File: config.mk
export PLATFORM = sky130hd
export DESIGN_NAME = csr_spmv_back
export DESIGN_NICKNAME = d
export VERILOG_FILES = /design/src/csr_spmv_pkg.sv /design/src/csr_spmv_back.sv
export SDC_FILE = /design/constraint.sdc
export NUM_CORES = 2
export LEC_CHECK = 0
export BUFFER_PORTS_ARGS = -buffer_cell sky130_fd_sc_hd__buf_2
export CORE_MARGIN = 1
export CORE_UTILIZATION = 65
export CTS_CLUSTER_DIAMETER = 40
export DETAILED_ROUTE_END_ITERATION = 10
export GPL_TIMING_DRIVEN = 0
export PLACE_DENSITY = 0.8
export SLEW_MARGIN = 20
export SYNTH_ARGS = -nofsm -noshare
export SYNTH_HDL_FRONTEND = slang
export SYNTH_SLANG_ARGS = --single-unit
File: constraint.sdc
create_clock -name clk_i -period 19.5 [get_ports clk_i]
set_input_delay 0.975 -clock clk_i [delete_from_list [all_inputs] [get_ports clk_i]]
set_output_delay 0.975 -clock clk_i [all_outputs]
set_load 0.05 [all_outputs]
File: src/csr_spmv_pkg.sv
`default_nettype none
package csr_spmv_pkg;

  // vector store geometry and row counter width
  localparam int VECTOR_DEPTH = 4096;
  localparam int ADDR_W       = $clog2(VECTOR_DEPTH);
  localparam int ROW_BITS     = 20;

  // fixed field widths
  localparam int IDX_W     = 20;
  localparam int VAL_W     = 32;
  localparam int SUM_W     = 64;
  localparam int OUT_ROW_W = 20;

  // decoupling queue
  localparam int FIFO_DEPTH = 4;
  localparam int FIFO_PTR_W = $clog2(FIFO_DEPTH);
  localparam int FIFO_CNT_W = $clog2(FIFO_DEPTH + 1);

  localparam logic signed [SUM_W-1:0] SUM_MAX = {1'b0, {(SUM_W-1){1'b1}}};
  localparam logic signed [SUM_W-1:0] SUM_MIN = {1'b1, {(SUM_W-1){1'b0}}};

  typedef enum logic [1:0] {
    OP_LOAD    = 2'd0,
    OP_NONZERO = 2'd1,
    OP_EMPTY   = 2'd2,
    OP_RESTART = 2'd3
  } op_e;

  // one classified word on its way from front to back
  typedef struct packed {
    op_e                     op;
    logic                    last;
    logic [IDX_W-1:0]        index;
    logic signed [VAL_W-1:0] value;
    logic signed [VAL_W-1:0] x;
  } entry_t;

  // queue status seen by both sides
  typedef struct packed {
    logic full;
    logic empty;
  } fifo_status_t;

endpackage
`default_nettype wire

File: src/csr_spmv_back.sv
`default_nettype none
module csr_spmv_back
  import csr_spmv_pkg::*;
(
  input  wire logic                    clk_i,
  input  wire logic                    rst_ni,
  input  wire entry_t                  head_i,
  input  wire logic                    fifo_empty_i,
  output logic                         pop_o,
  input  wire logic                    out_ready_i,
  output logic                         out_valid_o,
  output logic [OUT_ROW_W-1:0]         row_number_o,
  output logic signed [SUM_W-1:0]      row_sum_o,
  output logic                         saturated_o
);

  // multiply stage
  logic                    a_valid_q, a_valid_d;
  op_e                     a_op_q;
  logic                    a_last_q;
  logic [IDX_W-1:0]        a_index_q;
  logic signed [SUM_W-1:0] a_prod_q;
  logic signed [SUM_W-1:0] prod;

  // row state
  logic signed [SUM_W-1:0] acc_q, acc_d;
  logic                    clip_q, clip_d;
  logic [ROW_BITS-1:0]     row_q, row_d;

  // result register
  logic                    out_valid_q, out_valid_d;
  logic [OUT_ROW_W-1:0]    out_row_q;
  logic signed [SUM_W-1:0] out_sum_q;
  logic                    out_sat_q;

  logic                    out_free;
  logic                    adv;
  logic signed [SUM_W-1:0] sum;
  logic                    ovf;
  logic signed [SUM_W-1:0] sum_sat;
  logic                    emit;
  logic signed [SUM_W-1:0] emit_sum;
  logic                    emit_sat;

  // exact 32x32 signed product in 64-bit context
  assign prod = head_i.value * head_i.x;

  always_comb begin
    out_free = !out_valid_q || out_ready_i;
    adv      = a_valid_q && out_free;
    pop_o    = !fifo_empty_i && (!a_valid_q || adv);

    sum     = acc_q + a_prod_q;
    ovf     = (acc_q[SUM_W-1] == a_prod_q[SUM_W-1]) && (sum[SUM_W-1] != acc_q[SUM_W-1]);
    sum_sat = ovf ? (acc_q[SUM_W-1] ? SUM_MIN : SUM_MAX) : sum;

    acc_d    = acc_q;
    clip_d   = clip_q;
    row_d    = row_q;
    emit     = 1'b0;
    emit_sum = '0;
    emit_sat = 1'b0;

    if (adv) begin
      unique case (a_op_q)
        OP_NONZERO: begin
          if (a_last_q) begin
            emit     = 1'b1;
            emit_sum = sum_sat;
            emit_sat = clip_q || ovf;
            acc_d    = '0;
            clip_d   = 1'b0;
            row_d    = row_q + ROW_BITS'(1);
          end else begin
            acc_d  = sum_sat;
            clip_d = clip_q || ovf;
          end
        end
        OP_EMPTY: begin
          emit   = 1'b1;
          acc_d  = '0;
          clip_d = 1'b0;
          row_d  = row_q + ROW_BITS'(1);
        end
        OP_RESTART: begin
          acc_d  = '0;
          clip_d = 1'b0;
          row_d  = ROW_BITS'(a_index_q);
        end
        OP_LOAD: begin
          // loads never enter the queue
        end
      endcase
    end

    a_valid_d = pop_o ? 1'b1 : (adv ? 1'b0 : a_valid_q);
    out_valid_d = emit ? 1'b1 : (out_ready_i ? 1'b0 : out_valid_q);
  end

  always_ff @(posedge clk_i or negedge rst_ni) begin
    if (!rst_ni) begin
      a_valid_q   <= 1'b0;
      acc_q       <= '0;
      clip_q      <= 1'b0;
      row_q       <= '0;
      out_valid_q <= 1'b0;
    end else begin
      a_valid_q   <= a_valid_d;
      acc_q       <= acc_d;
      clip_q      <= clip_d;
      row_q       <= row_d;
      out_valid_q <= out_valid_d;
    end
  end

  always_ff @(posedge clk_i) begin
    if (pop_o) begin
      a_op_q    <= head_i.op;
      a_last_q  <= head_i.last;
      a_index_q <= head_i.index;
      a_prod_q  <= prod;
    end
    if (emit) begin
      out_row_q <= OUT_ROW_W'(row_q);
      out_sum_q <= emit_sum;
      out_sat_q <= emit_sat;
    end
  end

  assign out_valid_o  = out_valid_q;
  assign row_number_o = out_row_q;
  assign row_sum_o    = out_sum_q;
  assign saturated_o  = out_sat_q;

endmodule
`default_nettype wire

==> metrics <==
outcome finished clean; worst hold path type in -> async; Synth Cell Area 49600 µm²; # setup viols final 0; Die Y-Extent between 200 and 300 µm; initial antenna violation count 12; Synth top area share 43.7%; layout cells sized above 1 roughly 5.8%; Skew-Pair Late Insertion Delay ~0.54 ns; clk sinks 259; Netlist cell types 93; Ys Warns 0; Req. time, crit path 19.77 ns; largest family of logic cells by synthesized area adder cells; critical path class in -> reg; Slew HR 11.5%; synth top area cells fa_1 (44%), edfxtp_1 (10%), inv_1 (7.5%); DRC violations left 0; worst flop-to-flop path startpoint a_prod_q[14]; Post-Synth XOR/XNOR Area about 2.0%; final net count 6764; initial DRC count 3614; Via density about 6; area leader, netlist fa_1; hold buffers post-CTS 0; Max Cap Violations 0; Reg2Reg Setup Slack 15.30 ns; Starting Density 66.2%; die width 278 µm; IO Count about 180; CTS clk-pin slew, worst paths 0.07 ns; CTS tree built; final wirelength 162000 µm; Tmin final 10.29 ns; Clk Tree Root Cell clkbuf_16; number of global-route vias before repair 39700; sequential share of the synthesized area 14.8%; number of CTS-inserted buffers 23; Critical R2R Capture acc_q[2]; htree depth 1; largest net degree at the start of global routing 73; vias approximately 38000; post_cts resized 0; most frequent cells in the layout fa_1 (1082), inv_1 (996), nand2_1 (657), and2_1 (506), ha_1 (252); crit path max fanout 10; Main synth FF type edfxtp_1; commonest non-fill, non-tap cell in the layout fa_1; first-pass GRT wire length 243000 µm; Worst Setup SP head_i[5]; adder-cell share of the synthesized area 50.0%; Final TNS setup 0 ns; core area 74900 µm²; Avg WL per Cell ~26 µm; #FFs+latches synth 259; fraction of the mapped netlist area in simple logic gates 15.3%; Tightest Pin Transition roughly 1.3 ns; multiplexer share of the synthesized area less than 1%; Slew Limit Fails 0; DP Wirelength 134000 µm; GP Congestion 1.09; Fin. Hold Viols 0; Critical Path Start Type input port; Post-CTS Repair Setup Buffers 0; Synth-to-Final Area Change 6.46%; Row Count 100; Avg Inst Size Synth 9.68 µm²; Final Cycle Share 52.7%; Layout Skew 0.0224 ns; Worst Path Arrival 10.55 ns; CTS Buffer Depth 3; antenna-violating nets left 0; Synth Net Count approximately 6600; die area 77500 µm²; R2R depth 11; Buffers on Ports 177; Post-Synthesis Cells 5127; Critical Path End Type register; Synth Area in Compound Gates 7.89%; global route overflow 0; RSZ-0062 raised after global routing false; DRT Pass-1 Iters 8; Async S/R FF share, synth 33.6%; fmax 97.2 MHz; Post-synth EDFFs 172; GR Util All Layers between 40% and 50%
-- layer usage --
metal	routed length, µm	GRT usage (%)	share of wire, %	up-vias
li1	-	-	-	16100
met1	57600	54.1	35	19100
met2	71700	66.6	44	2384
met3	21800	14.8	13	543
met4	11300	24.0	7.0	4
met5	27	0	0.017	-
-- worst max-delay path, stage by stage --
cell and delay, ns:
buf_2 0.24, clkbuf_1 1.00, nand2_1 0.35, inv_1 0.17
fa_1 0.40, inv_1 0.29, fa_1 0.48, inv_1 0.23
fa_1 0.50, fa_1 0.95, inv_1 0.49, fa_1 0.64
inv_1 0.07, fa_1 0.50, fa_1 0.65, fa_1 0.47
ha_1 0.29, clkbuf_1 0.39, and3_1 0.26, and3_1 0.15
a22oi_1 0.11, a31oi_1 0.41, a31oi_1 0.16, o21bai_1 0.21
xnor2_1 0.12
-- logic make-up (layout without fill, tap and decap cells) --
| kind of cell | after synthesis | after routing |
|---|---|---|
| and+or+nand+nor | 1548 | 1548 |
| adders and majority gates | 1335 | 1335 |
| buffers and inverters | 1267 | 1495 |
| AOI/OAI and AO/OA | 591 | 591 |
| DFF | 259 | 259 |
| xor gates and xnor gates | 115 | 115 |
| muxes | 12 | 12 |
| other | 0 | 9 |
-- final cells by class --
class,instances,area [µm²]
clock inverter,10,97.6
antenna,9,22.5
fill,5802,22100
multi-input combinational,3601,37500
clock buffer,32,724
buffer,270,1080
sequential,259,7340
tap,969,1210
inverter,997,3740
timing repair buffer,186,1120
-- synthesized netlist by cell type (all sizes together) (32+ instances only) --
| library cell | count |
|---|---|
| fa | 1083 |
| inv | 996 |
| nand2 | 658 |
| and2 | 506 |
| ha | 252 |
| clkbuf | 234 |
| nor2 | 188 |
| edfxtp | 172 |
| a21oi | 171 |
| o21ai | 148 |
| dfrtp | 87 |
| xnor2 | 77 |
| a21o | 71 |
| xor2 | 38 |
| buf | 36 |
| nor2b | 36 |
| nand3 | 32 |
-- per-stage QoR --
stage	std cells	setup WS (ns)	hold WS [ns]	utilization (%)	instance area (µm²)
6_report	6333	9.22	0.275	70.5	52900
3_5_place_dp	6282	9.01	0.474	69.4	52000
2_1_floorplan	5127	11.23	0.449	-	49600
5_1_grt	6326	9.04	0.275	70.5	52800
4_1_cts	6324	9.56	0.268	70.5	52800
3_3_place_gp	6273	8.62	0.463	69.0	51700
-- how the worst max path moves through the flow --
stage                        end  cells past startpoint
floorplan           a_prod_q[60]                     21
global placement     out_valid_o                      5
detailed placement  a_prod_q[63]                     25
CTS                 a_prod_q[63]                     25
global route        a_prod_q[63]                     27
finish              a_prod_q[63]                     25
-- registers in the layout (all words and copies together), names as in the netlist --
register and flops:
a_prod_q 64, acc_q 64, row_sum_o 64, a_index_q 20, row_number_o 20, row_q 20
a_op_q 2, a_last_q 1, a_valid_q 1, clip_q 1, out_valid_o 1, saturated_o 1
Power is left out: the tool's default activity adds up to more than one toggle a clock period on the data nets, which glitch-free logic cannot reach.
