`src/csr_spmv_pkg.sv`:
```
`default_nettype none
package csr_spmv_pkg;

  // vector store geometry and row counter width
  localparam int VECTOR_DEPTH = 4096;
  localparam int ADDR_W       = $clog2(VECTOR_DEPTH);
  localparam int ROW_BITS     = 20;

  // fixed field widths
  localparam int IDX_W     = 20;
  localparam int VAL_W     = 32;
  localparam int SUM_W     = 64;
  localparam int OUT_ROW_W = 20;

  // decoupling queue
  localparam int FIFO_DEPTH = 4;
  localparam int FIFO_PTR_W = $clog2(FIFO_DEPTH);
  localparam int FIFO_CNT_W = $clog2(FIFO_DEPTH + 1);

  localparam logic signed [SUM_W-1:0] SUM_MAX = {1'b0, {(SUM_W-1){1'b1}}};
  localparam logic signed [SUM_W-1:0] SUM_MIN = {1'b1, {(SUM_W-1){1'b0}}};

  typedef enum logic [1:0] {
    OP_LOAD    = 2'd0,
    OP_NONZERO = 2'd1,
    OP_EMPTY   = 2'd2,
    OP_RESTART = 2'd3
  } op_e;

  // one classified word on its way from front to back
  typedef struct packed {
    op_e                     op;
    logic                    last;
    logic [IDX_W-1:0]        index;
    logic signed [VAL_W-1:0] value;
    logic signed [VAL_W-1:0] x;
  } entry_t;

  // queue status seen by both sides
  typedef struct packed {
    logic full;
    logic empty;
  } fifo_status_t;

endpackage
`default_nettype wire

```
`src/csr_spmv_fifo.sv`:
```
`default_nettype none
module csr_spmv_fifo
  import csr_spmv_pkg::*;
(
  input  wire logic   clk_i,
  input  wire logic   rst_ni,
  input  wire logic   push_i,
  input  wire entry_t push_entry_i,
  input  wire logic   pop_i,
  output entry_t      head_o,
  output fifo_status_t status_o
);

  entry_t                slot_q [FIFO_DEPTH];
  logic [FIFO_PTR_W-1:0] wptr_q, wptr_d;
  logic [FIFO_PTR_W-1:0] rptr_q, rptr_d;
  logic [FIFO_CNT_W-1:0] cnt_q, cnt_d;

  assign status_o.full  = (cnt_q == FIFO_CNT_W'(FIFO_DEPTH));
  assign status_o.empty = (cnt_q == '0);
  assign head_o         = slot_q[rptr_q];

  always_comb begin
    wptr_d = wptr_q;
    rptr_d = rptr_q;
    cnt_d  = cnt_q;
    if (push_i) begin
      wptr_d = (wptr_q == FIFO_PTR_W'(FIFO_DEPTH - 1)) ? '0 : wptr_q + FIFO_PTR_W'(1);
    end
    if (pop_i) begin
      rptr_d = (rptr_q == FIFO_PTR_W'(FIFO_DEPTH - 1)) ? '0 : rptr_q + FIFO_PTR_W'(1);
    end
    if (push_i && !pop_i) begin
      cnt_d = cnt_q + FIFO_CNT_W'(1);
    end else if (pop_i && !push_i) begin
      cnt_d = cnt_q - FIFO_CNT_W'(1);
    end
  end

  always_ff @(posedge clk_i or negedge rst_ni) begin
    if (!rst_ni) begin
      wptr_q <= '0;
      rptr_q <= '0;
      cnt_q  <= '0;
    end else begin
      wptr_q <= wptr_d;
      rptr_q <= rptr_d;
      cnt_q  <= cnt_d;
    end
  end

  always_ff @(posedge clk_i) begin
    if (push_i) begin
      slot_q[wptr_q] <= push_entry_i;
    end
  end

endmodule
`default_nettype wire

```
`config.mk`:
```
export PLATFORM = sky130hd
export DESIGN_NAME = csr_spmv_fifo
export DESIGN_NICKNAME = d
export VERILOG_FILES = /design/src/csr_spmv_pkg.sv /design/src/csr_spmv_fifo.sv
export SDC_FILE = /design/constraint.sdc
export NUM_CORES = 1
export LEC_CHECK = 0
export ABC_AREA = 1
export BUFFER_PORTS_ARGS = -buffer_cell sky130_fd_sc_hd__buf_4
export CORE_MARGIN = 2
export CORE_UTILIZATION = 32
export DETAILED_ROUTE_END_ITERATION = 10
export PLACE_DENSITY = 0.52
export SETUP_SLACK_MARGIN = 0.15
export SYNTH_ARGS = -nofsm -noshare
export SYNTH_HDL_FRONTEND = slang
export SYNTH_SLANG_ARGS = --single-unit
export TNS_END_PERCENT = 1
```
`constraint.sdc`:
```
create_clock -name clk_i -period 4 [get_ports clk_i]
set_input_delay 0.4 -clock clk_i [delete_from_list [all_inputs] [get_ports clk_i]]
set_output_delay 0.4 -clock clk_i [all_outputs]
set_load 0.02 [all_outputs]
```
==> reports/qor.yml, run 1 <==
run_status:
  outcome: "finished clean"
critical_path:
  timing_worst_setup_path_type: "reg -> out"
  worst-path-max-fanout: 39
  start_kind: "register"
  crit_slowest_cell: "dfrtp_4"
  crit_chain: "buf_4 > buf_4 > o211ai_1 > nand2_1 > buf_4"
  cp-end-kind: "output port"
  crit_required_ps: 3600
  cp_common_cell: "buf_4"
  cp.arrival_ps: 2620
  cpPeakStageDelay_ps: 590
logic_synthesis:
  seq_area_frac_synth: 0.7510
  synth_cells: 1067
  synthTopCellsByArea: "edfxtp_1, o211ai_1, nand2_1"
  synth_cell_types: 20
  mappedNetlistArea_mm2: 0.01415
  ys_seq_elements: 355
  synth_top_area_frac: 0.7387
  synth.yosys.warnings: 0
  synth_top_area_cell: "edfxtp_1"
  syn-mean-instance-area_um2: 13.26
  synth_nets: 1165
global_route:
  antenna_found_initial: 0
  grt_pass1_vias: 8064
  grt_use_total: 0.1314
  overflow: 0
  grt_max_degree: 114
  grt_pass1_wl_mm: 46.55
pwr:
  ir_worst_vdd_mv: 0.4173
  powerDensity_mw_per_mm2: 727.4
  comb_power_share: 0.348
  p_sw_frac: 0.3509
  power_frac_seq: 0.394
  fin_total_pwr_mw: 12.56
  pwr-share-clk: 0.257
  power_switching_mw: 4.406
  intPower_mw: 8.151
  power_leakage_nw: 6.856
layout:
  nFillCells: 4227
  regArea_mm2: 0.01063
  syn2layout_area_growth_pct: 22.01
  diodes: 0
  multi_input_area_mm2: 0.002495
  finalNonFillerCells: 1863
  fin_nets: 1342
  drive_gt1_frac: 0.1935
timing:
  min_period_ps: 3025
  slew_headroom: 0.4377
  maxSlewViolCount: 0
  setup_ws_ps: 975.2
  finalCritPeriodShare: 0.7562
  worstMarginPinSlew_ps: 843.4
  max_freq_mhz: 330.6
  finalHoldViolCount: 0
  rsz0062_at_grt: "no"
  finalSetupTns_ps: 0
  holdWs_ps: 60.95
  finClkSkew_ps: 9.250
  finalSetupViolCount: 0
drt:
  drt-pass1-iter-count: 4
  dr.first_iter.drc_count: 389
  drc_errors: 0
  routedWlPerCell_um: 16.21
  vias: 8249
  viasPerCell: 4.428
  wl_mm: 30.21
  ant_nets: 0
cts:
  clock-sinks: 355
  cts.repair.resized: 0
  cts_setup_buffers: 0
  cts_buffer_depth: 3
  postCtsHoldBufs: 1
  clockRootBuffer: "clkbuf_16"
  path_clk_slew_ps: 60
  cts_buffers: 40
  clk_latency_ps: 540
  htree_levels: 2
  cts_tree: "built"
place:
  hpwl_mm: 17.17
  post-place-cells: 1793
  gp_congestion: 0.7190
  pre_cts_ws_ps: 1469
  portBuffers: 179
floorplan:
  core_mm2: 0.04393
  dieHeight_um: 214.3
  die_area_mm2: 0.04591
  ios: 180
  num_rows: 77
  start_util: 0.3220
  die_w_um: 214.3
min_path:
  hold_class: "in -> reg"
job:
  cap_violations: 0
## state kept, by name (all words and copies together), names as in the netlist
register and cells:
wptr_q 2, rptr_q 2, cnt_q 3, slot_q 348
## path summary, 6_finish.rpt
| path | depth (start not counted) | slack [ps] | startpoint | endpoint |
|---|---|---|---|---|
| min in group asynchronous | 2 | 210 | rst_ni | cnt_q[0] |
| max reg2reg | 5 | 1950 | wptr_q[0] | slot_q[2][6] |
| min reg2reg | 2 | 530 | cnt_q[2] | cnt_q[2] |
| min | 1 | 60 | push_entry_i[1] | slot_q[3][1] |
| max | 5 | 980 | rptr_q[1] | head_o[16] |
| max in group asynchronous | 2 | 3640 | rst_ni | rptr_q[1] |
## power groups by stage
stage	clock network [mW]	registers (mW)	logic, mW
3_3_place_gp	0	5.02	4.51
4_1_cts	3.34	4.96	4.52
3_5_place_dp	0	5.03	4.51
2_1_floorplan	0	5.00	2.78
5_1_grt	3.47	5.00	4.83
6_report	3.23	4.95	4.38
## through the flow
step,area [um2],util
after floorplan,14150,-
after global placement,16110,0.3667
after detailed placement,16110,0.3667
after CTS,17260,0.3929
after global routing,17260,0.3929
final,17260,0.3929
## placed cells by master, fill, tap and decap left out, types with 5 or more instances in the layout
| master | n |
|---|---|
| buf_4 | 184 |
| clkbuf_16 | 41 |
| inv_1 | 181 |
| ha_1 | 6 |
| edfxtp_1 | 348 |
| clkinv_1 | 11 |
| clkinv_2 | 6 |
| inv_4 | 5 |
| buf_12 | 7 |
| o211ai_1 | 174 |
| clkbuf_1 | 10 |
| dfrtp_1 | 6 |
| nand2_1 | 277 |
## synthesized netlist by cell type
cell type,number
ha_1,6
clkbuf_1,8
nand3_1,1
fa_1,1
o21ai_1,2
inv_2,1
o21ai_0,2
edfxtp_1,348
dfrtp_1,7
buf_4,4
nand4_1,1
nor2_1,1
xnor2_1,1
buf_6,6
nand2_1,277
buf_2,39
inv_4,1
nor3_1,2
o211ai_1,174
inv_1,185
## cells by family after synthesis
logic type | count (synthesis) | synth area share
AOI/OAI and AO/OA | 178 | 0.09375
xor gates and xnor gates | 1 | 0.0006192
adders and majority gates | 7 | 0.006721
buffers and inverters | 244 | 0.07261
DFF | 355 | 0.7510
and+or+nand+nor | 282 | 0.07526
## final cells by class
cell class,count,share of cell area
Clock buffer,51,0.06161
Clock inverter,18,0.004639
Inverter,187,0.04182
Multi-Input combinational cell,468,0.1445
Sequential cell,355,0.6158
Tap cell,592,0.04291
Timing Repair Buffer,192,0.08872
## worst max-delay path, delay by kind of cell (launching register included)
kind	cells	cell delay [ps]
buffers and inverters	3	1150
AO/OA/AOI/OAI	1	180
flip-flops	1	590
AND/OR/NAND/NOR	1	110
## routing by layer
| metal | track usage | vias up | part of all wire |
|---|---|---|---|
| li1 | - | 4087 | - |
| met1 | 0.1649 | 3940 | 0.44 |
| met2 | 0.2255 | 177 | 0.48 |
| met3 | 0.02851 | 45 | 0.051 |
| met4 | 0.04352 | 0 | 0.023 |
| met5 | 0 | - | 0 |
Note: power is estimated with default switching activity, not from simulation.
==> run 2, diff against run 1 <==
PLACE_DENSITY = 0.54   (was 0.52)
clock period = 2.7 ns   (was 4 ns; I/O delays follow)
==> run 2 against run 1 <==
Total power rose by 52%. Global-route usage fell by 0.24 points. Non-clock buffer count rose by 96. Critical path depth did not move. Sequential cell count did not move. First-iteration DRC count rose by 25%. Largest cell class unchanged. Register-to-register slack got worse by 1100 ps. Clock skew rose by 7.1 ps. Sequential share of layout area fell by 3.8 points.
==> reports/qor.yml, run 2 (same netlist as run 1, synthesis figures left out) <==
timing:
  slew_headroom: 0.6384
  finalCritPeriodShare: 0.8851
  min_period_ps: 2390
  setup_ws_ps: 310.3
  finalSetupTns_ps: 0
  finClkSkew_ps: 16.35
  finalHoldViolCount: 0
  worstMarginPinSlew_ps: 542.5
  finalSetupViolCount: 0
  max_freq_mhz: 418.5
  maxSlewViolCount: 0
  rsz0062_at_grt: "yes"
pwr:
  power_switching_mw: 6.594
  powerDensity_mw_per_mm2: 1039
  intPower_mw: 12.53
  pwr-share-clk: 0.265
  p_sw_frac: 0.3447
  fin_total_pwr_mw: 19.13
  power_frac_seq: 0.380
  power_leakage_nw: 7.324
  comb_power_share: 0.355
  ir_worst_vdd_mv: 0.6753
global_route:
  antenna_found_initial: 2
  grt_max_degree: 89
  overflow: 0
  grt_pass1_wl_mm: 46.24
  grt_pass1_vias: 8448
  grt_use_total: 0.1290
floorplan:
  die_area_mm2: 0.04591
  core_mm2: 0.04393
  num_rows: 77
  dieHeight_um: 214.3
  die_w_um: 214.3
  start_util: 0.3220
  ios: 180
cts:
  clock-sinks: 355
  cts_buffer_depth: 3
  clk_latency_ps: 550
  clockRootBuffer: "clkbuf_16"
  cts_tree: "built"
  cts_buffers: 40
  htree_levels: 2
  path_clk_slew_ps: 60
  cts_setup_buffers: 0
critical_path:
  r2r_end: "slot_q[2][14]"
  start_kind: "register"
  critPathCapture: "head_o[15]"
  worst-path-max-fanout: 33
  cp.arrival_ps: 2120
  cp-end-kind: "output port"
  crit_required_ps: 2430
  rr_worst_depth: 5
  crit_chain: "inv_4 > buf_4 > o211ai_1 > nand2_1 > buf_4"
  timing_worst_setup_path_type: "reg -> out"
  r2r-start: "wptr_q[0]"
  startpoint: "rptr_q[1]"
  cpPeakStageDelay_ps: 500
  rrSetupSlack_ps: 870
  crit_slowest_cell: "dfrtp_4"
  cp_common_cell: "buf_4"
layout:
  fin_nets: 1438
  drive_gt1_frac: 0.1882
  largest_reg_flops: 348
  syn2layout_area_growth_pct: 30.07
  reg_top3: "slot_q x348, cnt_q x3"
  final_common_cell: "edfxtp_1"
  max_flop_register: "slot_q"
  most-common-layout-cells: "edfxtp_1, nand2_1, buf_4, inv_1, o211ai_1"
  fin_area_mm2: 0.01840
  nFillCells: 4115
  finalNonFillerCells: 1965
drt:
  routedWlPerCell_um: 14.92
  vias: 8541
  viasPerCell: 4.347
  drt-pass1-iter-count: 4
  ant_nets: 0
  wl_mm: 29.32
  dr.first_iter.drc_count: 487
  drc_errors: 0
place:
  pre_cts_ws_ps: 785.3
  hpwl_mm: 16.53
  post-place-cells: 1800
  gp_congestion: 0.6898
  portBuffers: 179
  dpl-instance-area_mm2: 0.01625
min_path:
  hold_class: "in -> async"
job:
  cap_violations: 0
run_status:
  outcome: "finished clean"
-- run 2: through the flow --
step           hold WS (ps)  utilization
6_report              76.82       0.4189
5_1_grt               72.56       0.4189
4_1_cts               18.81       0.4182
3_5_place_dp          95.05       0.3699
3_3_place_gp          93.21       0.3699
2_1_floorplan        -25.59            -
-- run 2: power groups by stage --
stage	Sequential [mW]	Combinational, mW	Clock (mW)
global placement	7.37	6.78	0
finish	7.27	6.79	5.07
detailed placement	7.39	6.82	0
floorplan	7.40	4.12	0
CTS	7.28	6.96	5.24
global route	7.34	7.50	5.47
-- run 2: layer usage --
metal,global-route usage,wire (um)
met1,0.1617,13030
met2,0.2152,13920
met3,0.03645,1639
met4,0.04306,725
met5,0,0
-- run 2: worst min path at each step --
| stage | cells after the start | slack, ps | endpoint | startpoint |
|---|---|---|---|---|
| after detailed placement | 1 | 100 | cnt_q[2] | rst_ni |
| final | 2 | 80 | wptr_q[0] | rst_ni |
| after CTS | 2 | 20 | wptr_q[0] | rst_ni |
| after floorplan | 0 | -30 | cnt_q[0] | rst_ni |
| after global placement | 1 | 90 | cnt_q[0] | rst_ni |
| after global routing | 2 | 70 | wptr_q[0] | rst_ni |
-- run 2: worst max-delay path, delay by kind of cell (launching register included) --
family | cells | cell delay, ps
buffers and inverters | 3 | 820
DFF | 1 | 500
AOI/OAI and AO/OA | 1 | 120
and+or+nand+nor | 1 | 100
-- run 2: what timing repair did --
| action | in CTS | in global routing |
|---|---|---|
| setup endpoints to repair | 0 | 21 |
| endpoints found under the hold margin | 359 | 0 |
| hold buffers | 90 | 0 |
| resized for setup | 0 | 3 |
-- run 2: final cells by class --
type | instances | area (um2) | share of cell area
antenna | 2 | 5.005 | 0.0002720
clock buffer | 52 | 1067 | 0.05800
clock inverter | 21 | 156.4 | 0.008499
inverter | 187 | 742.0 | 0.04032
multi-input combinational | 468 | 2495 | 0.1356
sequential | 355 | 10630 | 0.5776
tap | 592 | 740.7 | 0.04025
timing repair buffer | 288 | 2566 | 0.1395
==> run 3, diff against run 2 <==
PLACE_DENSITY = 0.52   (was 0.54)
clock period = 2.31 ns   (was 2.7 ns; I/O delays follow)
==> run 3 against run 2 <==
Sequential cell count unchanged. Die area did not move. Highest routed layer unchanged. Largest power group unchanged. Register-to-register slack got worse by 90 ps. Combinational power grew 25%. Non-clock buffer count rose by 10. Worst setup slack got worse by 110 ps. Core utilization increased by 0.64 points. Critical path depth stayed put. Worst hold slack worse by 19 ps. Via count is 2.1% higher. Total power rose by 21%. Final area up 1.5%.
==> reports/qor.yml, run 3 (same netlist as run 1, synthesis figures left out) <==
run_status:
  outcome: "finished clean"
cts:
  cts_buffer_depth: 3
  path_clk_slew_ps: 60
  cts_tree: "built"
  clk_latency_ps: 540
  cts_buffers: 41
  clockRootBuffer: "clkbuf_16"
  clock-sinks: 355
  htree_levels: 2
pwr:
  comb_power_share: 0.367
  power_switching_mw: 8.023
  ir_worst_vdd_mv: 0.6565
  intPower_mw: 15.13
  power_frac_seq: 0.369
  fin_total_pwr_mw: 23.16
  pwr-share-clk: 0.263
  powerDensity_mw_per_mm2: 1240
  power_leakage_nw: 7.438
  p_sw_frac: 0.3464
critical_path:
  crit_slowest_cell: "dfrtp_4"
  worst-path-max-fanout: 16
  crit_family: "buffers and inverters"
  cp.arrival_ps: 1870
  start_kind: "register"
  timing_worst_setup_path_type: "reg -> out"
  crit_chain: "inv_12 > bufbuf_16 > o211ai_1 > nand2_1 > buf_4"
  cp-end-kind: "output port"
  critPathBufInv: 3
  crit_required_ps: 2080
  cpPeakStageDelay_ps: 570
floorplan:
  dieHeight_um: 214.3
  core_mm2: 0.04393
  die_w_um: 214.3
  start_util: 0.3220
  die_area_mm2: 0.04591
  ios: 180
  num_rows: 77
timing:
  setup_ws_ps: 205.0
  finalHoldViolCount: 0
  finalSetupViolCount: 0
  worstMarginPinSlew_ps: 360.2
  max_freq_mhz: 475.1
  maxSlewViolCount: 0
  rsz0062_at_grt: "yes"
  slew_headroom: 0.7599
  finalSetupTns_ps: 0
  finClkSkew_ps: 13.57
  finalCritPeriodShare: 0.9113
  min_period_ps: 2105
  holdWs_ps: 58.21
global_route:
  grt_pass1_wl_mm: 49.93
  grt_pass1_vias: 8774
  antenna_found_initial: 0
  grt_max_degree: 50
  grt_use_total: 0.1408
  overflow: 0
layout:
  fin_nets: 1451
  nFillCells: 4083
  finalNonFillerCells: 1975
  largest_reg_flops: 348
  drive_gt1_frac: 0.2039
  diodes: 0
  max_flop_register: "slot_q"
  final_common_cell: "edfxtp_1"
  most-common-layout-cells: "edfxtp_1, nand2_1, buf_4, inv_1, o211ai_1"
  syn2layout_area_growth_pct: 32.04
  reg_top3: "slot_q x348, cnt_q x3"
drt:
  vias: 8722
  wl_mm: 31.97
  drt-pass1-iter-count: 5
  ant_nets: 0
  drc_errors: 0
  dr.first_iter.drc_count: 433
  routedWlPerCell_um: 16.19
  viasPerCell: 4.416
job:
  cap_violations: 0
place:
  gp_congestion: 0.7240
  post-place-cells: 1803
  pre_cts_ws_ps: 533.1
  portBuffers: 179
  hpwl_mm: 17.15
min_path:
  hold_class: "in -> async"
run 3: changes by cell type in the layout (fill, tap and decap cells not counted), moves of 4 or more:
cell	change
nand2_2	+4
buf_16	+5
buf_4	+4
inv_4	-4
nand2_1	-4
run 3: layout make-up:
class                           count  area [um2]  area share
Tap cell                          592       740.7     0.03965
Inverter                          187       745.7     0.03992
Timing Repair inverter              2       17.52   0.0009377
Clock buffer                       53        1091     0.05841
Multi-Input combinational cell    468        2512      0.1345
Sequential cell                   355       10630      0.5691
Clock inverter                     20       176.4    0.009444
Timing Repair Buffer              298        2766      0.1481
run 3: timing repair:
action / 4_1_cts / 5_1_grt
setup buffers: 4 / 0
hold buffers: 90 / 0
hold endpoints to repair: 359 / 0
cloned: 5 / 0
endpoints found under the setup margin: 87 / 46
resized for setup: 11 / 1
run 3: path summary, 6_finish.rpt:
check                      depth (start not counted)            start             to  slack, ps
max reg2reg                                        5        wptr_q[1]  slot_q[1][35]        780
min reg2reg                                        2         cnt_q[2]       cnt_q[2]        500
max in group asynchronous                          2           rst_ni      rptr_q[1]       2110
max                                                5        rptr_q[1]     head_o[21]        200
min                                                2           rst_ni      wptr_q[0]         60
min in group clk_i                                 2  push_entry_i[8]   slot_q[0][8]        430
run 3: power by group through the flow:
stage | Combinational [mW] | Sequential [mW] | Clock (mW)
global route | 9.32 | 8.64 | 6.53
finish | 8.51 | 8.56 | 6.09
CTS | 8.74 | 8.56 | 6.28
global placement | 8.09 | 8.62 | 0
detailed placement | 8.15 | 8.65 | 0
floorplan | 4.84 | 8.62 | 0
run 3: stage by stage:
stage | util | instance area (um2)
after floorplan | - | 14180
after global placement | 0.3717 | 16330
after detailed placement | 0.3717 | 16330
after CTS | 0.4253 | 18690
after global routing | 0.4252 | 18680
final | 0.4252 | 18680
run 3: metal layers:
metal	global-route usage	routed length [um]	up-vias
li1	-	-	4302
met3	0.02894	1547	50
met5	0	0	-
met2	0.2418	15640	174
met4	0.04676	680	0
met1	0.1779	14110	4196
